--- src/hw/rtl/evfe_pkg.sv ---
package evfe_pkg;

	localparam int MUL_W = 32;
	localparam int PADDR_W = 3;
	localparam logic [0:0] REG_DIMENSION = 1'b0;
	localparam logic [3:0] DIM_RESET = 4'd8;

	typedef enum logic [1:0] {
		STATUS_OK = 2'd0,
		STATUS_ZERO_VEC = 2'd1,
		STATUS_INDEX = 2'd2
	} status_t;

	typedef enum logic [3:0] {
		ST_IDLE,
		ST_RD,
		ST_MUL,
		ST_ACC,
		ST_VACC,
		ST_Y,
		ST_YLO,
		ST_YMID,
		ST_YHI,
		ST_YEND,
		ST_CHK,
		ST_ROOT,
		ST_DONE
	} seq_state_t;

	typedef enum logic [1:0] {
		RT_IDLE,
		RT_DIV,
		RT_SQRT,
		RT_DONE
	} root_state_t;

	typedef struct packed {
		logic done;
		logic sat;
	} root_rsp_t;

endpackage

--- src/hw/rtl/evfe_mul.sv ---
module evfe_mul import evfe_pkg::*; (
	input  logic                 clk,
	input  logic [MUL_W-1:0]     a,
	input  logic [MUL_W-1:0]     b,
	output logic [2*MUL_W-1:0]   p
);

	logic [2*MUL_W-1:0] p_q;

	always_ff @(posedge clk) begin
		p_q <= a * b;
	end

	assign p = p_q;

endmodule

--- config.mk ---
export PLATFORM = sky130hd
export DESIGN_NAME = evfe_mul
export DESIGN_NICKNAME = d
export VERILOG_FILES = /design/src/hw/rtl/evfe_pkg.sv /design/src/hw/rtl/evfe_mul.sv
export SDC_FILE = /design/constraint.sdc
export NUM_CORES = 2
export LEC_CHECK = 0
export CORE_MARGIN = 8
export CORE_UTILIZATION = 48
export DETAILED_ROUTE_END_ITERATION = 6
export DONT_BUFFER_PORTS = 1
export GPL_TIMING_DRIVEN = 0
export PLACE_DENSITY_LB_ADDON = 0.15
export SETUP_SLACK_MARGIN = 0.5
export SLEW_MARGIN = 20
export SYNTH_ARGS = -nofsm -noshare
export SYNTH_HDL_FRONTEND = slang
export SYNTH_SLANG_ARGS = --single-unit
--- constraint.sdc ---
create_clock -name clk -period 8.1 [get_ports clk]
set_clock_uncertainty 0.2 [all_clocks]
set_input_delay 1.62 -clock clk [delete_from_list [all_inputs] [get_ports clk]]
set_output_delay 1.62 -clock clk [all_outputs]
set_load 0.05 [all_outputs]
# ---- Yosys cells after proc, flatten, opt, wreduce, memory -nomap -nowiden
# Index checks and enable logic that the tools add are counted.
dict set report totals {
  reg_bits 64
  in_bits 65
  out_inout_bits 64
}
dict set report classes {
  mul 1
}
# cell n
set ops {}
lappend ops {{multiplier 32 x 32 -> 64 bit} 1}

# ---- Logic depth before layout (Yosys ltp)
dict set report logic_depth {
  depth_word 1
  ltp_mapped 29
}

# ---- Worst setup path before layout
# No wires, ideal clock.
dict set report synth_timing {
  kind {input -> register}
  startpoint {in a[25]}
  endpoint {reg p_q[62] (netlist: p[62])}
  setup_time_ns 0.072
  t_arrival_ns 8.301
  required_time_ns 7.828
  setup_slack_ns -0.473
  cell_stages 25
  n_path_buf 2
  cell_sequence {clkbuf_1 nand2_1 fa_1 inv_1 fa_1 inv_1 fa_1 inv_1 fa_1 fa_1 fa_1 fa_1 inv_1 fa_1 inv_1 ha_1 buf_2 nand4_1 or4_1 or3_1 a31oi_1 a31o_2 a211oi_1 o21ai_1 xor2_1}
}
dict set report synth_between {
  elab_chain_cells 1
}
# element line_no
set synth_rtl {}
lappend synth_rtl {{from (decl)} evfe_mul.sv:3} ;# input logic [MUL_W-1:0] a,
lappend synth_rtl {{multiplier 32 x 32 -> 64 bit} evfe_mul.sv:11} ;# p_q <= a * b;
lappend synth_rtl {{to (signal assigned)} evfe_mul.sv:11}
lappend synth_rtl {{to (decl)} evfe_mul.sv:8} ;# logic [2*MUL_W-1:0] p_q;
# No other way between the ends.

# ---- Worst setup path after layout
dict set report layout_timing {
  startpoint {in a[13]}
  endpoint {reg p_q[62] (netlist: p[62])}
}
# The elaborated chain is that of the path after synthesis.

==> impl_results.html <==
<table>
<tr><th>Metric</th><th>Value</th></tr>
<tr><th colspan="2">Detailed routing</th></tr>
<tr><td>Detailed-route DRC error count</td><td>0</td></tr>
<tr><td>Antenna viol nets, final</td><td>0</td></tr>
<tr><td>Post-detailed-route wirelength per cell</td><td>~28 um</td></tr>
<tr><td>Total number of vias</td><td>around 27000</td></tr>
<tr><td>Total wire length after detailed routing</td><td>133.3 mm</td></tr>
<tr><td>Initial DRT Pass Iterations</td><td>6</td></tr>
<tr><td>Violation count after the first detailed-route iteration</td><td>2013</td></tr>
<tr><td>DR vias/cell</td><td>roughly 5.6</td></tr>
<tr><th colspan="2">Finish</th></tr>
<tr><td>Non-Filler Instances</td><td>between 4000 and 5000</td></tr>
<tr><td>Number of flip-flops in the largest register</td><td>64</td></tr>
<tr><td>Layout cells sized above 1</td><td>0.1431</td></tr>
<tr><td>Number of filler cells placed in the layout</td><td>6575</td></tr>
<tr><td>Number of nets in the layout</td><td>roughly 5000</td></tr>
<tr><td>Synth-to-Final Area Change</td><td>14.97%</td></tr>
<tr><th colspan="2">Die</th></tr>
<tr><td>CORE AREA</td><td>approximately 0.071 mm2</td></tr>
<tr><td>Std-Cell Rows</td><td>98</td></tr>
<tr><td>Die height</td><td>284.8 um</td></tr>
<tr><td>Total Die Area</td><td>around 0.08 mm2</td></tr>
<tr><td>IO Pins</td><td>approximately 130</td></tr>
<tr><td>Die span in x</td><td>between 200 and 300 um</td></tr>
<tr><td>Starting density of the core</td><td>0.4851</td></tr>
<tr><th colspan="2">Worst setup path</th></tr>
<tr><td>Startpoint kind of the worst setup timing path</td><td>input port</td></tr>
<tr><td>Critical path origin</td><td>a[13]</td></tr>
<tr><td>CP Depth</td><td>24</td></tr>
<tr><td>Largest incremental delay on the critical path</td><td>approximately 700 ps</td></tr>
<tr><td>Most numerous cell on the critical path</td><td>sky130_fd_sc_hd__fa_1</td></tr>
<tr><td>Crit path kind</td><td>in2reg</td></tr>
<tr><td>Crit end category</td><td>flop</td></tr>
<tr><td>Crit-path leading delay family</td><td>adder cells</td></tr>
<tr><td>Crit path to</td><td>p[62]</td></tr>
<tr><td>Maximum fanout encountered on the critical timing path</td><td>6</td></tr>
<tr><td>Data arrival time of the worst path</td><td>8690 ps</td></tr>
<tr><td>Max stage delay cell, worst path</td><td>sky130_fd_sc_hd__fa_2</td></tr>
<tr><td>Chain of cells forming the critical path</td><td>clkbuf_16 &gt; and2_4 &gt; fa_1 &gt; inv_2 &gt; fa_2 &gt; inv_2 &gt; fa_2 &gt; fa_1 &gt; fa_1 &gt; fa_1 &gt; fa_1 &gt; inv_1 &gt; fa_1 &gt; inv_1 &gt; ha_1 &gt; buf_6 &gt; nand4_1 &gt; or4_4 &gt; or3_4 &gt; a31oi_4 &gt; a31o_4 &gt; a211oi_4 &gt; o21ai_2 &gt; xor2_1</td></tr>
<tr><td>Buffer and inverter count on the worst path</td><td>6</td></tr>
<tr><td>Required time at the endpoint of the critical path</td><td>around 8200 ps</td></tr>
<tr><th colspan="2">Yosys</th></tr>
<tr><td>Top post-synthesis cells by area</td><td>sky130_fd_sc_hd__fa_1 (52%), sky130_fd_sc_hd__and2_1 (11%), sky130_fd_sc_hd__ha_1 (9.5%), sky130_fd_sc_hd__inv_1 (9.4%), sky130_fd_sc_hd__nand2_1 (5.2%)</td></tr>
<tr><td>Most used flip-flop cell after synthesis</td><td>sky130_fd_sc_hd__dfxtp_1</td></tr>
<tr><td>FFs w/ async S/R, synth</td><td>0</td></tr>
<tr><td>Top-area cell type share of the netlist area</td><td>0.5173</td></tr>
<tr><td>Unique cell type count in the Yosys netlist</td><td>57</td></tr>
<tr><td>Syn Inst Count</td><td>roughly 3700</td></tr>
<tr><td>Post-synth EDFFs</td><td>0</td></tr>
<tr><td>Portion of the post-synthesis area used by sequential elements</td><td>0.03695</td></tr>
<tr><td>Mean area per synthesized cell</td><td>9.252 um2</td></tr>
<tr><td>Synth area leader</td><td>sky130_fd_sc_hd__fa_1</td></tr>
<tr><td>Area of the mapped netlist</td><td>0.03468 mm2</td></tr>
<tr><td>Seq cells post-synth</td><td>64</td></tr>
<tr><td>Syn nets</td><td>roughly 5000</td></tr>
<tr><td>YS warnings</td><td>0</td></tr>
<tr><th colspan="2">Global route</th></tr>
<tr><td>Vias in the first global route</td><td>about 29000</td></tr>
<tr><td>Global-route wire length before repair</td><td>around 190 mm</td></tr>
<tr><td>Pin count of the biggest net entering global routing</td><td>13</td></tr>
<tr><td>Global routing usage summed across all routing layers</td><td>0.3285</td></tr>
<tr><td>Sum of overflow across all layers after global routing</td><td>0</td></tr>
<tr><td>Antenna violations before repair</td><td>17</td></tr>
<tr><th colspan="2">CTS</th></tr>
<tr><td>CTS H-tree lvls</td><td>3</td></tr>
<tr><td>CTS tree</td><td>done</td></tr>
<tr><td>Clock transition at path regs</td><td>60 ps</td></tr>
<tr><td>Root Driver</td><td>sky130_fd_sc_hd__clkbuf_16</td></tr>
<tr><td>Deepest clock path buffer count</td><td>2</td></tr>
<tr><td># clock sinks</td><td>64</td></tr>
<tr><td>Number of clock buffers inserted by TritonCTS</td><td>9</td></tr>
<tr><th colspan="2">Flow run</th></tr>
<tr><td>Number of violations of the max-capacitance limit</td><td>0</td></tr>
<tr><th colspan="2">Run status</th></tr>
<tr><td>Outcome</td><td>complete, but fails checks</td></tr>
<tr><td>Violations in the final reports</td><td>negative setup slack</td></tr>
<tr><th colspan="2">Placement</th></tr>
<tr><td>HPWL Detailed</td><td>109.5 mm</td></tr>
<tr><td>Instance count after placement with tap cells included</td><td>approximately 4700</td></tr>
<tr><td>Port Buf Inserts</td><td>0</td></tr>
<tr><td>Final estimated routing congestion in global placement</td><td>slightly above 1</td></tr>
<tr><th colspan="2">STA</th></tr>
<tr><td>Fin crit share</td><td>1.065</td></tr>
<tr><td>Count of endpoints failing setup in the final report</td><td>29</td></tr>
<tr><td>Slew @ Worst Pin</td><td>between 800 and 900 ps</td></tr>
<tr><td>Max-slew violation count</td><td>0</td></tr>
<tr><td>Final worst setup slack</td><td>-529.0 ps</td></tr>
<tr><td>Setup repair after global routing missed its margin</td><td>yes</td></tr>
<tr><td>Final min period</td><td>around 8600 ps</td></tr>
<tr><td>Count of final hold-check violations</td><td>0</td></tr>
<tr><td>Max frequency</td><td>0.1159 GHz</td></tr>
<tr><td>Worst slew margin relative to its limit</td><td>0.4193</td></tr>
<tr><th colspan="2">Hold path</th></tr>
<tr><td>Launch point of the worst hold path</td><td>b[0]</td></tr>
<tr><td>Class of the most critical hold timing path</td><td>in2reg</td></tr>
</table>
## metal layers
metal / vias to the layer above / share of wire / track usage
li1: 11080 / - / -
met1: 14070 / 0.36 / 0.3907
met2: 1353 / 0.46 / 0.5174
met3: 462 / 0.089 / 0.07508
met4: 2 / 0.095 / 0.2472
met5: - / 0.000083 / 0.01249
## cells in the mapped netlist (all sizes together), types with 2 or more instances
| cell type | n |
|---|---|
| a221oi | 4 |
| o21ai | 26 |
| o21a | 9 |
| a211oi | 3 |
| nand2b | 2 |
| o221ai | 3 |
| xor2 | 25 |
| o211ai | 2 |
| nand3 | 10 |
| o21bai | 11 |
| nor2 | 20 |
| clkbuf | 213 |
| and3 | 14 |
| nand4 | 23 |
| and4 | 3 |
| ha | 263 |
| or4 | 3 |
| nor3 | 7 |
| a21boi | 3 |
| a21o | 40 |
| a221o | 4 |
| nor2b | 2 |
| and3b | 2 |
| nand2 | 480 |
| or2 | 3 |
| a311oi | 2 |
| fa | 896 |
| buf | 7 |
| and2 | 602 |
| inv | 865 |
| dfxtp | 64 |
| o221a | 2 |
| a21oi | 66 |
| a31oi | 12 |
| xnor2 | 35 |
| or3 | 3 |
| o31ai | 5 |
## final cells by class
type	count	area [um2]	share of cell area
repair buffers	87	765.7	0.01921
well taps	950	1189	0.02982
diodes	11	27.53	0.0006905
multi-input cells	2599	30460	0.7642
plain buffers	220	2561	0.06425
clock buffers	10	239.0	0.005995
flip-flops and latches	64	1281	0.03214
clock inverters	6	91.34	0.002291
inverters	865	3247	0.08144
## metrics by stage
| step | utilization | setup TNS [ps] | hold WS [ps] | setup slack (ps) | instance area [um2] |
|---|---|---|---|---|---|
| floorplan | - | -1318 | 1547 | -248.2 | 35150 |
| global placement | 0.5083 | -44830 | 1618 | -1763 | 36340 |
| detailed placement | 0.5083 | -45670 | 1615 | -1782 | 36340 |
| CTS | 0.5463 | -5221 | 1263 | -403.7 | 39060 |
| global route | 0.5574 | -11770 | 1266 | -695.7 | 39850 |
| finish | 0.5577 | -8984 | 1282 | -529.0 | 39870 |
## repair_timing
action                     CTS  global route
setup buffers               53            32
setup endpoints to repair   48            46
gates cloned                 2             0
pin swaps                  131           134
resized for setup          538           151
hold buffers                 0             0
## cells by family after synthesis
family                   synth area share
buffers and inverters              0.1177
adder cells (fa/ha/maj)            0.6122
flip-flops                        0.03695
multiplexers                    0.0002887
AO/OA/AOI/OAI                     0.04153
AND/OR/NAND/NOR                    0.1762
XOR/XNOR                          0.01515
## cells in the final DEF, fill, tap and decap left out, types with 12 or more instances in the layout
cell type and count:
sky130_fd_sc_hd__inv_1 847, sky130_fd_sc_hd__fa_1 836, sky130_fd_sc_hd__and2_1 562, sky130_fd_sc_hd__nand2_1 465
sky130_fd_sc_hd__ha_1 244, sky130_fd_sc_hd__buf_4 70, sky130_fd_sc_hd__dfxtp_1 64, sky130_fd_sc_hd__clkbuf_8 62
sky130_fd_sc_hd__fa_2 60, sky130_fd_sc_hd__clkbuf_4 45, sky130_fd_sc_hd__clkbuf_16 41, sky130_fd_sc_hd__and2_4 40
sky130_fd_sc_hd__a21o_1 39, sky130_fd_sc_hd__a21oi_1 36, sky130_fd_sc_hd__xnor2_1 31, sky130_fd_sc_hd__clkbuf_2 30
sky130_fd_sc_hd__buf_6 30, sky130_fd_sc_hd__xor2_1 25, sky130_fd_sc_hd__nand4_1 23, sky130_fd_sc_hd__clkbuf_1 21
sky130_fd_sc_hd__inv_2 18, sky130_fd_sc_hd__ha_4 18, sky130_fd_sc_hd__a21oi_2 16, sky130_fd_sc_hd__nor2_1 15
sky130_fd_sc_hd__a21oi_4 14, sky130_fd_sc_hd__and3_1 13, sky130_fd_sc_hd__o21ai_2 12
## worst min path at each step
stage               endpoint  slack [ps]  cells after the start
detailed placement      p[0]        1620                      1
floorplan               p[0]        1550                      1
global route            p[0]        1270                      1
CTS                     p[0]        1260                      1
global placement        p[0]        1620                      1
finish                  p[0]        1280                      1
Power is not shown: default switching activity piles up to over one toggle a cycle in this logic, so the estimate is an artifact.
