[src/hw/rtl/evfe_pkg.sv]
package evfe_pkg;

	localparam int MUL_W = 32;
	localparam int PADDR_W = 3;
	localparam logic [0:0] REG_DIMENSION = 1'b0;
	localparam logic [3:0] DIM_RESET = 4'd8;

	typedef enum logic [1:0] {
		STATUS_OK = 2'd0,
		STATUS_ZERO_VEC = 2'd1,
		STATUS_INDEX = 2'd2
	} status_t;

	typedef enum logic [3:0] {
		ST_IDLE,
		ST_RD,
		ST_MUL,
		ST_ACC,
		ST_VACC,
		ST_Y,
		ST_YLO,
		ST_YMID,
		ST_YHI,
		ST_YEND,
		ST_CHK,
		ST_ROOT,
		ST_DONE
	} seq_state_t;

	typedef enum logic [1:0] {
		RT_IDLE,
		RT_DIV,
		RT_SQRT,
		RT_DONE
	} root_state_t;

	typedef struct packed {
		logic done;
		logic sat;
	} root_rsp_t;

endpackage

[src/hw/rtl/evfe_root.sv]
module evfe_root import evfe_pkg::*; #(
	parameter int EW  = 32,
	parameter int S1W = 68,
	parameter int S2W = 108
) (
	input  logic            clk,
	input  logic            arst_n,
	input  logic            start,
	input  logic [S1W-1:0]  s1,
	input  logic [S2W-1:0]  s2,
	output root_rsp_t       rsp,
	output logic [EW-2:0]   root
);

	localparam int NB   = S2W + 32;
	localparam int QW   = 2 * EW - 2;
	localparam int RW   = EW - 1;
	localparam int DIVW = S1W + 1;
	localparam int SQW  = RW + 3;
	localparam int SW   = (DIVW > SQW) ? DIVW : SQW;
	localparam int NCW  = $clog2(NB + 1);

	root_state_t state_q, state_d;

	logic [NB-1:0]  sh_q;
	logic [S1W-1:0] drem_q;
	logic [QW:0]    dq_q;
	logic [QW-1:0]  sq_q;
	logic [RW:0]    srem_q;
	logic [RW-1:0]  root_q;
	logic [NCW-1:0] cnt_q;
	logic           sat_q;

	logic [DIVW-1:0] a_div;
	logic [SQW-1:0]  a_sq;
	logic [SW-1:0]   a_op, b_op;
	logic [SW:0]     diff;
	logic            ge;
	logic [QW:0]     dq_next;
	logic            cnt_last;

	// one compare-subtract serves both the divide and the root
	assign a_div = {drem_q, sh_q[NB-1]};
	assign a_sq  = {srem_q, sq_q[QW-1:QW-2]};
	assign a_op  = (state_q == RT_SQRT) ? SW'(a_sq) : SW'(a_div);
	assign b_op  = (state_q == RT_SQRT) ? SW'({root_q, 2'b01}) : SW'(s1);
	assign diff  = {1'b0, a_op} - {1'b0, b_op};
	assign ge    = ~diff[SW];
	assign dq_next  = {dq_q[QW-1:0], ge};
	assign cnt_last = (cnt_q == NCW'(1));

	always_ff @(posedge clk or negedge arst_n) begin
		if (!arst_n) begin
			state_q <= RT_IDLE;
		end else begin
			state_q <= state_d;
		end
	end

	always_comb begin
		state_d = state_q;
		case (state_q)
			RT_IDLE: begin
				if (start) state_d = RT_DIV;
			end
			RT_DIV: begin
				if (dq_next[QW]) state_d = RT_DONE;
				else if (cnt_last) state_d = RT_SQRT;
			end
			RT_SQRT: begin
				if (cnt_last) state_d = RT_DONE;
			end
			RT_DONE: state_d = RT_IDLE;
			default: state_d = RT_IDLE;
		endcase
	end

	always_ff @(posedge clk) begin
		case (state_q)
			RT_IDLE: begin
				if (start) begin
					sh_q   <= {s2, 32'b0};
					drem_q <= '0;
					dq_q   <= '0;
					cnt_q  <= NCW'(NB);
					sat_q  <= 1'b0;
				end
			end
			RT_DIV: begin
				sh_q   <= {sh_q[NB-2:0], 1'b0};
				drem_q <= ge ? diff[S1W-1:0] : a_div[S1W-1:0];
				dq_q   <= dq_next;
				cnt_q  <= cnt_q - NCW'(1);
				if (dq_next[QW]) begin
					sat_q <= 1'b1;
				end else if (cnt_last) begin
					sq_q   <= dq_next[QW-1:0];
					srem_q <= '0;
					root_q <= '0;
					cnt_q  <= NCW'(RW);
				end
			end
			RT_SQRT: begin
				srem_q <= ge ? diff[RW:0] : a_sq[RW:0];
				root_q <= {root_q[RW-2:0], ge};
				sq_q   <= {sq_q[QW-3:0], 2'b00};
				cnt_q  <= cnt_q - NCW'(1);
			end
			default: ;
		endcase
	end

	assign rsp.done = (state_q == RT_DONE);
	assign rsp.sat  = sat_q;
	assign root     = root_q;

endmodule

[config.mk]
export PLATFORM = sky130hd
export DESIGN_NAME = evfe_root
export DESIGN_NICKNAME = d
export VERILOG_FILES = /design/src/hw/rtl/evfe_pkg.sv /design/src/hw/rtl/evfe_root.sv
export SDC_FILE = /design/constraint.sdc
export NUM_CORES = 1
export LEC_CHECK = 0
export BUFFER_PORTS_ARGS = -buffer_cell sky130_fd_sc_hd__buf_4
export CORE_MARGIN = 10
export CORE_UTILIZATION = 54
export DETAILED_ROUTE_END_ITERATION = 7
export PLACE_DENSITY_LB_ADDON = 0.2
export SKIP_CTS_REPAIR_TIMING = 1
export SYNTH_ARGS = -nofsm -noshare
export SYNTH_HDL_FRONTEND = slang
export SYNTH_SLANG_ARGS = --single-unit
[constraint.sdc]
create_clock -name clk -period 19.73 [get_ports clk]
set_input_delay 2.9595 -clock clk [delete_from_list [all_inputs] [get_ports clk]]
set_output_delay 2.9595 -clock clk [all_outputs]
set_load 0.02 [all_outputs]
After elaboration in Yosys (flattened, before gate mapping)
Index checks and enable logic that the tools add are counted.
{"block": "op_classes", "n_eq_ne": 10, "reduce_logical": 9, "add_sub_neg": 2, "muxes": 31, "bitwise_logic": 1}
{"operator": "$pmux 140 s2", "count": 1}
{"operator": "$pmux 62 s2", "count": 2}
{"operator": "$mux 68", "count": 3}
{"operator": "$mux 62", "count": 3}
{"operator": "$mux 140", "count": 1}
{"operator": "$pmux 68 s2", "count": 1}
{"operator": "$mux 32", "count": 3}
{"operator": "$sub 69x68->70", "count": 1}
{"operator": "$mux 69", "count": 1}
{"operator": "$pmux 32 s2", "count": 1}
{"operator": "$mux 31", "count": 2}
{"operator": "$pmux 31 s2", "count": 1}
{"operator": "$mux 8", "count": 3}
{"operator": "$pmux 8 s3", "count": 1}
{"operator": "$ne 2x2->1 const B", "count": 5}
{"operator": "$reduce_and 3->1", "count": 3}
{"operator": "$eq 8x1->1 const B", "count": 1}
{"operator": "$mux 2", "count": 4}
{"operator": "$pmux 2 s4", "count": 1}
{"operator": "$sub 8x1->8 const B", "count": 1}
{"operator": "$eq 2x2->1 const B", "count": 2}
{"operator": "$reduce_and 2->1", "count": 2}
{"operator": "$reduce_bool 2->1", "count": 2}
{"operator": "$ne 3x3->1 const B", "count": 1}
{"operator": "6 further kinds", "count": 7}
{"block": "totals", "ff_bits": 406, "inputBits": 179, "output_inout_bits": 33}

Logic depth before layout (Yosys ltp)
Gate-level depths: netlist of run 1.
{"block": "logic_depth", "ltp_word": 7, "ltp_mapped": 18}

Worst setup path after synthesis of run 1
No wires, ideal clock.
{"block": "synth_timing", "kind": "reg2reg", "from": "reg state_q[1]", "to": "reg sat_q, enable pin", "synth_period_minus_slack_ps": 18948, "path_stages_with_launch": 7, "setup_time_ps": 347, "arrival_ps": 18601, "path_buffers": 1, "setup_slack_ps": 782, "path_cell_list": "dfrtp_1 > inv_1 > ha_1 > clkbuf_1 > inv_1 > o21ai_0 > nor2b_1"}
{"block": "synth_via", "elab_chain_len": 3}
{"element": "start: declaration", "line_no": "evfe_root.sv:23", "source": "root_state_t state_q, state_d;"}
{"element": "start signal: assignment", "line_no": "evfe_root.sv:56", "source": "state_q <= state_d;"}
{"element": "$eq 2x1->1 or $logic_not 2->1 (tied branches)", "line_no": "evfe_root.sv:79", "source": "case (state_q)"}
{"element": "$ne 2x2->1 (no source line) or $reduce_bool 2->1 (tied branches)"}
{"element": "$reduce_and 3->1 (no source line) *"}
{"element": "end signal: assignment", "line_no": "evfe_root.sv:86", "source": "sat_q <= 1'b0;"}
{"element": "end signal: assignment", "line_no": "evfe_root.sv:95", "source": "sat_q <= 1'b1;"}
{"element": "end: declaration", "line_no": "evfe_root.sv:32", "source": "logic sat_q;"}
Every way passes the cells marked *; elsewhere a longest branch is shown, timed or not.
A chain may end at the register's enable or synchronous reset.

Final worst setup path of run 1
{"block": "layout_timing", "from": "in s1[5]", "to": "reg srem_q[26], data pin"}
{"block": "layout_via", "elab_chain_len": 4}
{"element": "start: declaration", "line_no": "evfe_root.sv:9", "source": "input logic [S1W-1:0] s1,"}
{"element": "$mux 68", "line_no": "evfe_root.sv:46", "source": "assign b_op = (state_q == RT_SQRT) ? SW'({root_q, 2'b01}) : SW'(s1);"}
{"element": "$sub 69x68->70", "line_no": "evfe_root.sv:47", "source": "assign diff = {1'b0, a_op} - {1'b0, b_op};"}
{"element": "$mux 32", "line_no": "evfe_root.sv:104", "source": "srem_q <= ge ? diff[RW:0] : a_sq[RW:0];"}
{"element": "$pmux 32 s2", "line_no": "evfe_root.sv:79"}
{"element": "end signal: assignment", "line_no": "evfe_root.sv:104"}
{"element": "end: declaration", "line_no": "evfe_root.sv:29", "source": "logic [RW:0] srem_q;"}
Every way passes these cells.

==> flow_summary.yaml, run 1 <==
cts:
  clk_path_buf_depth: 3
  cts_tree: "yes"
  cts_inserted_buffers: 42
  clk_pin_slew_ns: 0.06
  cts_htree_levels: 2
  cts.sinks: 374
  cts-root-buf: "clkbuf_16"
  clock_latency_ns: 0.59
min_path:
  hold_depth: 1
  min_path_type: "reg -> reg"
detailed_routing:
  wl_um: 47680
  drc_errors: 0
  ant_nets: 0
  via_count: 14337
  routedWlPerCell_um: 19.20
  dr.first_iter.drc_count: 1148
  first_pass_iters: 5
  viasPerCell: 5.774
sta:
  fin_skew_ns: 0.02424
  fmax_mhz: 160.6
  setup_violations: 0
  fin_hold_ws_ns: 0.5373
  slew_headroom_pct: 19.82
  rsz0062_at_grt: "false"
  fin_tns_setup_ns: 0
  post-route-min-period_ns: 6.225
  worstMarginPinSlew_ns: 1.201
  finalHoldViolations: 0
  maxSlewViolCount: 0
  period_share_pct: 31.55
yosys:
  synth_top_cell_area_share_pct: 53.49
  ys_warn_count: 0
  async_reset_ff_share_pct: 0.5348
  netlist-cell-type-count: 86
  synth.area.top_cells: "edfxtp_1, mux2_2, ha_1"
  post-synth-top-area-cell: "edfxtp_1"
  synth_nets: 2015
  syn_inst: 1760
  syn-mean-instance-area_um2: 11.87
  synth_edf_count: 372
  syn_area_mm2: 0.02088
  synth_sequential_area_ratio_pct: 53.73
  ys_ff_latch: 374
  synthFlopType: "edfxtp_1"
grt:
  met1_usage_pct: 26.15
  antenna_found_initial: 1
  top_usage_layer: "met2"
  use_met3_pct: 5.891
  grt_max_degree: 95
  grt_overflow: 0
  grt_pass1_vias: 14429
  use_met2_pct: 31.14
  grt_pass1_wl_um: 76290
  grt_util_all_layers_pct: 19.78
die:
  ioPinCount: 212
  coreArea_mm2: 0.03793
  die_h_um: 216.7
  rows: 71
  die_width_um: 216.7
  dieArea_mm2: 0.04694
  start_util_pct: 55.05
power:
  p_per_area_mw_per_mm2: 75.04
  power.switching_uw: 432.0
  power_leakage_nw: 9.558
  clkPwrFrac_pct: 41.9
  p_comb_share_pct: 9.5
  seq_power_share_pct: 48.6
  irDropWorstVdd_v: 0.00007630
  power.share.switching_pct: 23.83
  p_int_mw: 1.381
  power_mw: 1.813
critical_path:
  cp-start-kind: "input port"
  endpoint_kind: "flip-flop"
  cp.arrival_ns: 6.57
  critical_path_required_ns: 20.08
  criticalPathCategory: "in -> reg"
  r2r_cells: 15
  worst-path-max-fanout: 94
place:
  portBuffers: 211
  placed_area_mm2: 0.02280
  dp_hpwl_um: 32260
  gp_congestion: 0.9360
finish:
  syn2layout_area_growth_pct: 15.68
  final_area_mm2: 0.02416
  drive_gt1_share_pct: 26.69
  final_core_util_pct: 63.69
  fin_nets: 2192
run_status:
  status: "complete, no violations"
job:
  maxCapViolCount: 0
[worst max-delay path, cell delays in order]
cell and delay [ns]:
buf_4 0.11, mux2i_1 0.31, ha_1 0.35, nand4_1 0.18, o22ai_1 0.18, nor3b_4 0.32
a211oi_2 0.12, nor3b_2 0.49, o211ai_4 0.17, a31oi_4 0.15, buf_4 0.76, nor2_1 0.17
o21a_1 0.23
[synthesized netlist by cell type, drive strengths merged (3+ instances only)]
cell type,n
nand2,188
nor3b,4
a21boi,3
mux2,200
clkbuf,60
a211o,4
mux2i,33
nor4,4
nand4,23
a21o,17
and3,5
edfxtp,372
or3,7
inv,26
a31o,3
o211ai,6
xnor2,40
a211oi,12
nand2b,39
ha,75
o31ai,7
nor2b,40
o21bai,11
and2,99
a21oi,178
nor3,21
xor2,23
o22ai,3
nor2,72
o21a,15
o2111ai,3
nand3,22
a2111oi,5
a31oi,8
buf,31
o21ai,70
[routing by layer]
layer  up-vias  share of wire [%]  routed length (µm)
met2       449                 47               22210
met5         -                  0                   0
met1      6936                 44               20870
met4         0                2.0                 945
li1       6888                  -                   -
met3        64                7.6                3645
[registers in the layout, indices dropped and copies added, names as in the netlist]
signal and cells:
sq_q 62, state_q 2, root 31, dq_q 62, cnt_q 8, drem_q 68
sat_q 1, sh_q 108, srem_q 32
[through the flow]
step	worst slack, ns	std cells
floorplan	0.7817	1760
global placement	13.01	2404
detailed placement	12.91	2404
CTS	13.54	2482
global route	13.24	2482
finish	13.50	2483
[cells by family (layout without fill, tap and decap cells)]
family          count (synthesis)  in the layout  synth area share [%]
xor+xnor                       63             63                 2.642
compound gates                364            364                 11.20
simple gates                  533            533                 12.86
mux                           233            233                 12.37
fa+ha+maj                      76             76                 4.589
buf+inv                       117            328                 2.618
flops                         374            374                 53.73
other cells                     0              1                     0
[layout by cell type (no fill, tap or decap), types with 23 or more instances in the layout]
master / n
clkbuf_16: 42
o21ai_0: 66
inv_1: 25
nand2b_1: 39
ha_1: 72
mux2i_1: 33
nor2_1: 71
nor2b_1: 40
xor2_1: 23
xnor2_1: 40
nand2_1: 187
mux2_2: 200
a21oi_1: 173
buf_4: 224
and2_1: 99
edfxtp_1: 372
[power groups by stage]
stage | Clock (mW) | Sequential [mW] | Combinational (mW)
3_3_place_gp | 0 | 0.897 | 0.167
6_report | 0.760 | 0.880 | 0.172
4_1_cts | 0.779 | 0.880 | 0.170
5_1_grt | 0.809 | 0.881 | 0.189
3_5_place_dp | 0 | 0.897 | 0.169
2_1_floorplan | 0 | 0.895 | 0.114
[final timing paths]
kind | from | endpoint | slack (ns)
min reg2reg | sh_q[78]$_DFFE_PP_ | sh_q[79]$_DFFE_PP_ | 0.54
min | sh_q[78]$_DFFE_PP_ | sh_q[79]$_DFFE_PP_ | 0.54
max in group asynchronous | arst_n | state_q[1]$_DFFE_PN0P_ | 17.49
max reg2reg | state_q[0]$_DFFE_PN0P_ | srem_q[26]$_SDFFCE_PP0P_ | 13.79
min in group asynchronous | arst_n | state_q[0]$_DFFE_PN0P_ | 2.15
max | s1[5] | srem_q[26]$_SDFFCE_PP0P_ | 13.50
[layout make-up]
class	instances	area, µm²
repair buffers	224	1682
well taps	511	639.4
clock inverters	29	276.5
multi-input cells	1269	9163
fillers	2927	13770
clock buffers	49	1077
flip-flops and latches	374	11220
inverters	26	97.59
diodes	1	2.502
Note: power is estimated with default switching activity, not from simulation.
==> run 2, diff against run 1 <==
ABC_AREA = 1   (was unset)
CORE_UTILIZATION = 55   (was 54)
clock period = 5.7 ns   (was 19.73 ns; I/O delays follow)
==> flow_summary.yaml, run 2 <==
sta:
  slew_headroom_pct: 28.94
  setup_violations: 0
  fin_skew_ns: 0.02152
  post-route-min-period_ns: 4.608
  fin_tns_setup_ns: 0
  maxSlewViolCount: 0
  period_share_pct: 80.84
  rsz0062_at_grt: "false"
  finalHoldViolations: 0
  worstMarginPinSlew_ns: 1.063
  fmax_mhz: 217.0
yosys:
  netlist-cell-type-count: 42
  synthFlopType: "edfxtp_1"
  ys_warn_count: 0
  synth_top_cell_area_share_pct: 48.77
  synth_sequential_area_ratio_pct: 48.99
  syn_area_mm2: 0.02290
  synth.area.top_cells: "edfxtp_1, nand2_1, inv_1"
  synth.most_common_cell: "nand2_1"
  synth_edf_count: 372
  ys_ff_latch: 374
  synth_nets: 3235
  post-synth-top-area-cell: "edfxtp_1"
  async_reset_ff_share_pct: 0.5348
  syn-mean-instance-area_um2: 7.686
  synthTopCellsByCount: "nand2_1, inv_1, edfxtp_1"
  syn_inst: 2980
cts:
  clk_pin_slew_ns: 0.06
  cts.sinks: 374
  cts-root-buf: "clkbuf_16"
  cts_tree: "yes"
  cts_htree_levels: 2
  clock_latency_ns: 0.59
  cts_inserted_buffers: 40
  clk_path_buf_depth: 3
die:
  rows: 74
  coreArea_mm2: 0.04102
  die_h_um: 224.1
  die_width_um: 224.1
  ioPinCount: 212
  dieArea_mm2: 0.05021
  start_util_pct: 55.84
grt:
  grt_pass1_wl_um: 106100
  grt_max_degree: 167
  grt_overflow: 0
  grt_util_all_layers_pct: 26.72
  grt_pass1_vias: 19339
  antenna_found_initial: 3
critical_path:
  crit_buf_inv: 4
  critical_path_required_ns: 6.04
  cpMostUsedCell: "nand2_1"
  criticalPathCategory: "reg -> reg"
  crit_chain: "inv_1 > ha_4 > clkinv_2 > buf_12 > nand2_1 > nand2_1 > ha_1 > nand2_2 > nor2_2 > nand2_1 > nor2_1 > o21ai_1 > nand3_2 > nand2_1 > nand2_2 > nand2_4 > nand2_4 > buf_12 > nand2_1 > a21oi_1"
  cp-start-kind: "flip-flop"
  cpPeakStageDelay_ns: 0.49
  critPathTopFamily: "simple AND/OR/NAND/NOR gates"
  crit_slowest_cell: "clkinv_2"
  r2r_slack_ns: 1.09
  worst-path-max-fanout: 72
  endpoint_kind: "flip-flop"
  cp.arrival_ns: 4.94
finish:
  reg_top3: "sh_q x108, drem_q x68"
  fin_nets: 3404
  largest_reg_flops: 108
  final_cell_mix: "nand2_1, inv_1, edfxtp_1, nor2_1, buf_4"
  drive_gt1_share_pct: 11.35
  layout_commonest_cell: "nand2_1"
  multi_input_area_mm2: 0.009754
  final_core_util_pct: 64.04
  regArea_mm2: 0.01122
  syn2layout_area_growth_pct: 14.68
  top_register: "sh_q"
  fillers: 3560
min_path:
  min_path_type: "in -> async"
detailed_routing:
  viasPerCell: 5.356
  ant_nets: 0
  routedWlPerCell_um: 18.32
  via_count: 19893
  dr.first_iter.drc_count: 2244
  first_pass_iters: 6
  drc_errors: 0
  wl_um: 68030
run_status:
  status: "complete, no violations"
place:
  dp_hpwl_um: 50080
  portBuffers: 211
  gp_congestion: 1.003
job:
  maxCapViolCount: 0
[run 2: layout make-up]
cell class	instances	share of cell area, %
repair buffers	228	6.850
multi-input cells	2096	37.14
flip-flops and latches	374	42.72
clock inverters	28	1.000
clock buffers	45	3.882
diodes	2	0.01905
well taps	532	2.534
inverters	409	5.859
[run 2: kinds of logic after synthesis]
| logic type | Yosys count | share of synthesized area (%) |
|---|---|---|
| and+or+nand+nor | 1696 | 29.23 |
| AOI/OAI and AO/OA | 251 | 5.987 |
| muxes | 32 | 1.398 |
| buffers and inverters | 510 | 8.647 |
| adders and majority gates | 76 | 4.184 |
| DFF | 374 | 48.99 |
| xor gates and xnor gates | 41 | 1.568 |
[run 2: worst reg2reg max path, stage by stage (launching register included)]
cell,delay [ns]
dfrtp_1,0.42
inv_1,0.20
ha_4,0.19
clkinv_2,0.49
buf_12,0.39
nand2_1,0.09
nand2_1,0.06
ha_1,0.36
nand2_2,0.09
nor2_2,0.20
nand2_1,0.13
nor2_1,0.11
o21ai_1,0.08
nand3_2,0.12
nand2_1,0.08
nand2_2,0.10
nand2_4,0.06
nand2_4,0.26
buf_12,0.32
nand2_1,0.26
a21oi_1,0.36
[run 2: path summary, 6_finish.rpt]
kind	to	start	cells past startpoint
setup reg to reg	srem_q[28]$_SDFFCE_PP0P_	state_q[0]$_DFFE_PN0P_	20
max in group asynchronous	state_q[0]$_DFFE_PN0P_	arst_n	1
hold reg to reg	sq_q[61]$_DFFE_PP_	sq_q[59]$_DFFE_PP_	2
setup / recovery	srem_q[28]$_SDFFCE_PP0P_	state_q[0]$_DFFE_PN0P_	20
min in group clk	sq_q[61]$_DFFE_PP_	sq_q[59]$_DFFE_PP_	2
hold / removal	state_q[1]$_DFFE_PN0P_	arst_n	1
[run 2: layer usage]
layer | share of wire, % | track usage, % | wire length [µm] | vias up
met5 | 0.029 | 0 | 20 | -
met4 | 4.3 | 11.87 | 2912 | 2
met3 | 7.7 | 5.095 | 5238 | 128
met2 | 45 | 41.65 | 30710 | 767
met1 | 43 | 35.73 | 29140 | 9212
li1 | - | - | - | 9784
[run 2: per-stage QoR]
step | setup WS, ns | instance area [µm²] | hold slack (ns) | instances
final | 1.092 | 26270 | 0.05461 | 3714
after global routing | 0.7923 | 26270 | 0.03703 | 3714
after CTS | 1.190 | 26260 | 0.03294 | 3712
after detailed placement | 1.218 | 24980 | 0.5045 | 3639
after global placement | 1.326 | 24980 | 0.4968 | 3639
after floorplan | 0.1237 | 22920 | 0.4943 | 2980
Power of run 2 is not shown: default switching activity piles up to over one toggle a cycle in this logic, so the estimate is an artifact.
==> run 3, diff against run 2 <==
ABC_AREA = 0   (was 1)
CORE_UTILIZATION = 60   (was 55)
clock period = 4.75 ns   (was 5.7 ns; I/O delays follow)
==> flow_summary.yaml, run 3 (synthesis results as in run 1) <==
sta:
  setup_violations: 0
  maxSlewViolCount: 0
  slew_headroom_pct: 22.93
  fin_tns_setup_ns: 0
  worstMarginPinSlew_ns: 1.144
  fmax_mhz: 222.4
  finalHoldViolations: 0
  post-route-min-period_ns: 4.496
  fin_hold_ws_ns: 0.4574
  fin_skew_ns: 0.02297
  period_share_pct: 94.65
  finalWorstSetupSlack_ns: 0.2540
cts:
  cts_inserted_buffers: 41
  clk_path_buf_depth: 3
  clock_latency_ns: 0.56
  cts-root-buf: "clkbuf_16"
  clk_pin_slew_ns: 0.06
  cts_tree: "yes"
  cts_htree_levels: 2
  cts.sinks: 374
detailed_routing:
  drc_errors: 0
  via_count: 14540
  first_pass_iters: 7
  viasPerCell: 5.944
  routedWlPerCell_um: 20.01
  wl_um: 48950
  dr.first_iter.drc_count: 1116
  ant_nets: 0
die:
  start_util_pct: 60.61
  die_h_um: 206.6
  ioPinCount: 212
  rows: 68
  coreArea_mm2: 0.03446
  dieArea_mm2: 0.04267
  die_width_um: 206.6
min_path:
  holdPathEnd: "sh_q[123]$_DFFE_PP_"
  min_from: "s2[91]"
  min_path_type: "in -> reg"
  hold_depth: 2
finish:
  drive_gt1_share_pct: 27.64
  fillers: 2459
  regArea_mm2: 0.01122
  top_register: "sh_q"
  final_area_mm2: 0.02441
  final_cell_mix: "edfxtp_1, buf_4, mux2_2, nand2_1, a21oi_1"
  multi_input_area_mm2: 0.009178
  largest_reg_flops: 108
  reg_top3: "sh_q x108, drem_q x68"
  syn2layout_area_growth_pct: 16.87
  layout_commonest_cell: "edfxtp_1"
  fin_nets: 2214
critical_path:
  r2r_start: "state_q[0]$_DFFE_PN0P_"
  endpoint_kind: "flip-flop"
  cp.arrival_ns: 4.77
  criticalPathCategory: "reg -> reg"
  r2r_slack_ns: 0.25
  cp-start-kind: "flip-flop"
  critical_path_required_ns: 5.03
  r2r_cells: 16
  r2r_end: "drem_q[66]$_SDFFCE_PN0P_"
  worst-path-max-fanout: 21
power:
  irDropWorstVdd_v: 0.0003315
  power_mw: 7.637
  p_per_area_mw_per_mm2: 312.9
  power_leakage_nw: 9.730
grt:
  grt_overflow: 0
  antenna_found_initial: 1
  grt_util_all_layers_pct: 22.53
  grt_pass1_wl_um: 77250
  grt_pass1_vias: 14644
  grt_max_degree: 91
job:
  maxCapViolCount: 0
place:
  portBuffers: 211
  gp_congestion: 0.9410
  placed_area_mm2: 0.02300
  pre_cts_slack_ns: 0.2422
  dp_hpwl_um: 34190
run_status:
  status: "complete, no violations"
-- run 3: metrics by stage --
| step | utilization [%] | std cells |
|---|---|---|
| final | 70.83 | 2446 |
| after global routing | 70.83 | 2446 |
| after CTS | 70.72 | 2443 |
| after detailed placement | 66.74 | 2369 |
| after global placement | 66.74 | 2369 |
| after floorplan | - | 1760 |
-- run 3: power breakdown --
group          leakage (nW)  internal [mW]  switching [mW]  total, mW
registers              3.98           3.64          0.0204       3.66
clock network         0.669           1.95            1.30       3.25
logic                  5.08          0.339           0.389      0.728
total                  9.73           5.93            1.71       7.64
-- run 3: per-layer routing --
metal  vias to the layer above  share of wire, %  track usage (%)
li1                       6900                 -                -
met1                      7073                42            29.76
met2                       494                48            36.67
met3                        73               7.6            5.275
met4                         0               2.2            6.255
met5                         -                 0                0
-- run 3: final cells by class --
cell class / instances / share of cell area (%)
multi-input cells: 1269 / 37.60
flip-flops and latches: 374 / 45.97
clock inverters: 24 / 1.184
well taps: 455 / 2.332
diodes: 1 / 0.01025
repair buffers: 247 / 8.048
inverters: 26 / 0.4204
clock buffers: 50 / 4.429
-- run 3: how the worst max path moves through the flow --
stage / cells past startpoint / end / start / slack, ns
floorplan: 6 / sat_q$_DFFE_PP_ / state_q[1]$_DFFE_PN0P_ / -0.48
global placement: 15 / drem_q[54]$_SDFFCE_PN0P_ / state_q[0]$_DFFE_PN0P_ / 0.30
detailed placement: 14 / drem_q[66]$_SDFFCE_PN0P_ / state_q[0]$_DFFE_PN0P_ / 0.24
CTS: 14 / drem_q[66]$_SDFFCE_PN0P_ / state_q[0]$_DFFE_PN0P_ / 0.20
global route: 17 / drem_q[66]$_SDFFCE_PN0P_ / state_q[0]$_DFFE_PN0P_ / -0.005
finish: 16 / drem_q[66]$_SDFFCE_PN0P_ / state_q[0]$_DFFE_PN0P_ / 0.25
-- run 3: critical path, cell delays in order (launching register included) --
cell and delay [ns]:
dfrtp_1 0.43, inv_1 0.20, ha_4 0.36, buf_12 0.21
buf_4 0.23, nand2b_1 0.19, ha_1 0.32, a21oi_1 0.30
o2111ai_1 0.18, a21boi_0 0.55, o31ai_1 0.16, a41oi_1 0.27
o311a_1 0.21, nor2_1 0.06, a31oi_1 0.24, mux2i_1 0.22
nand3_1 0.10
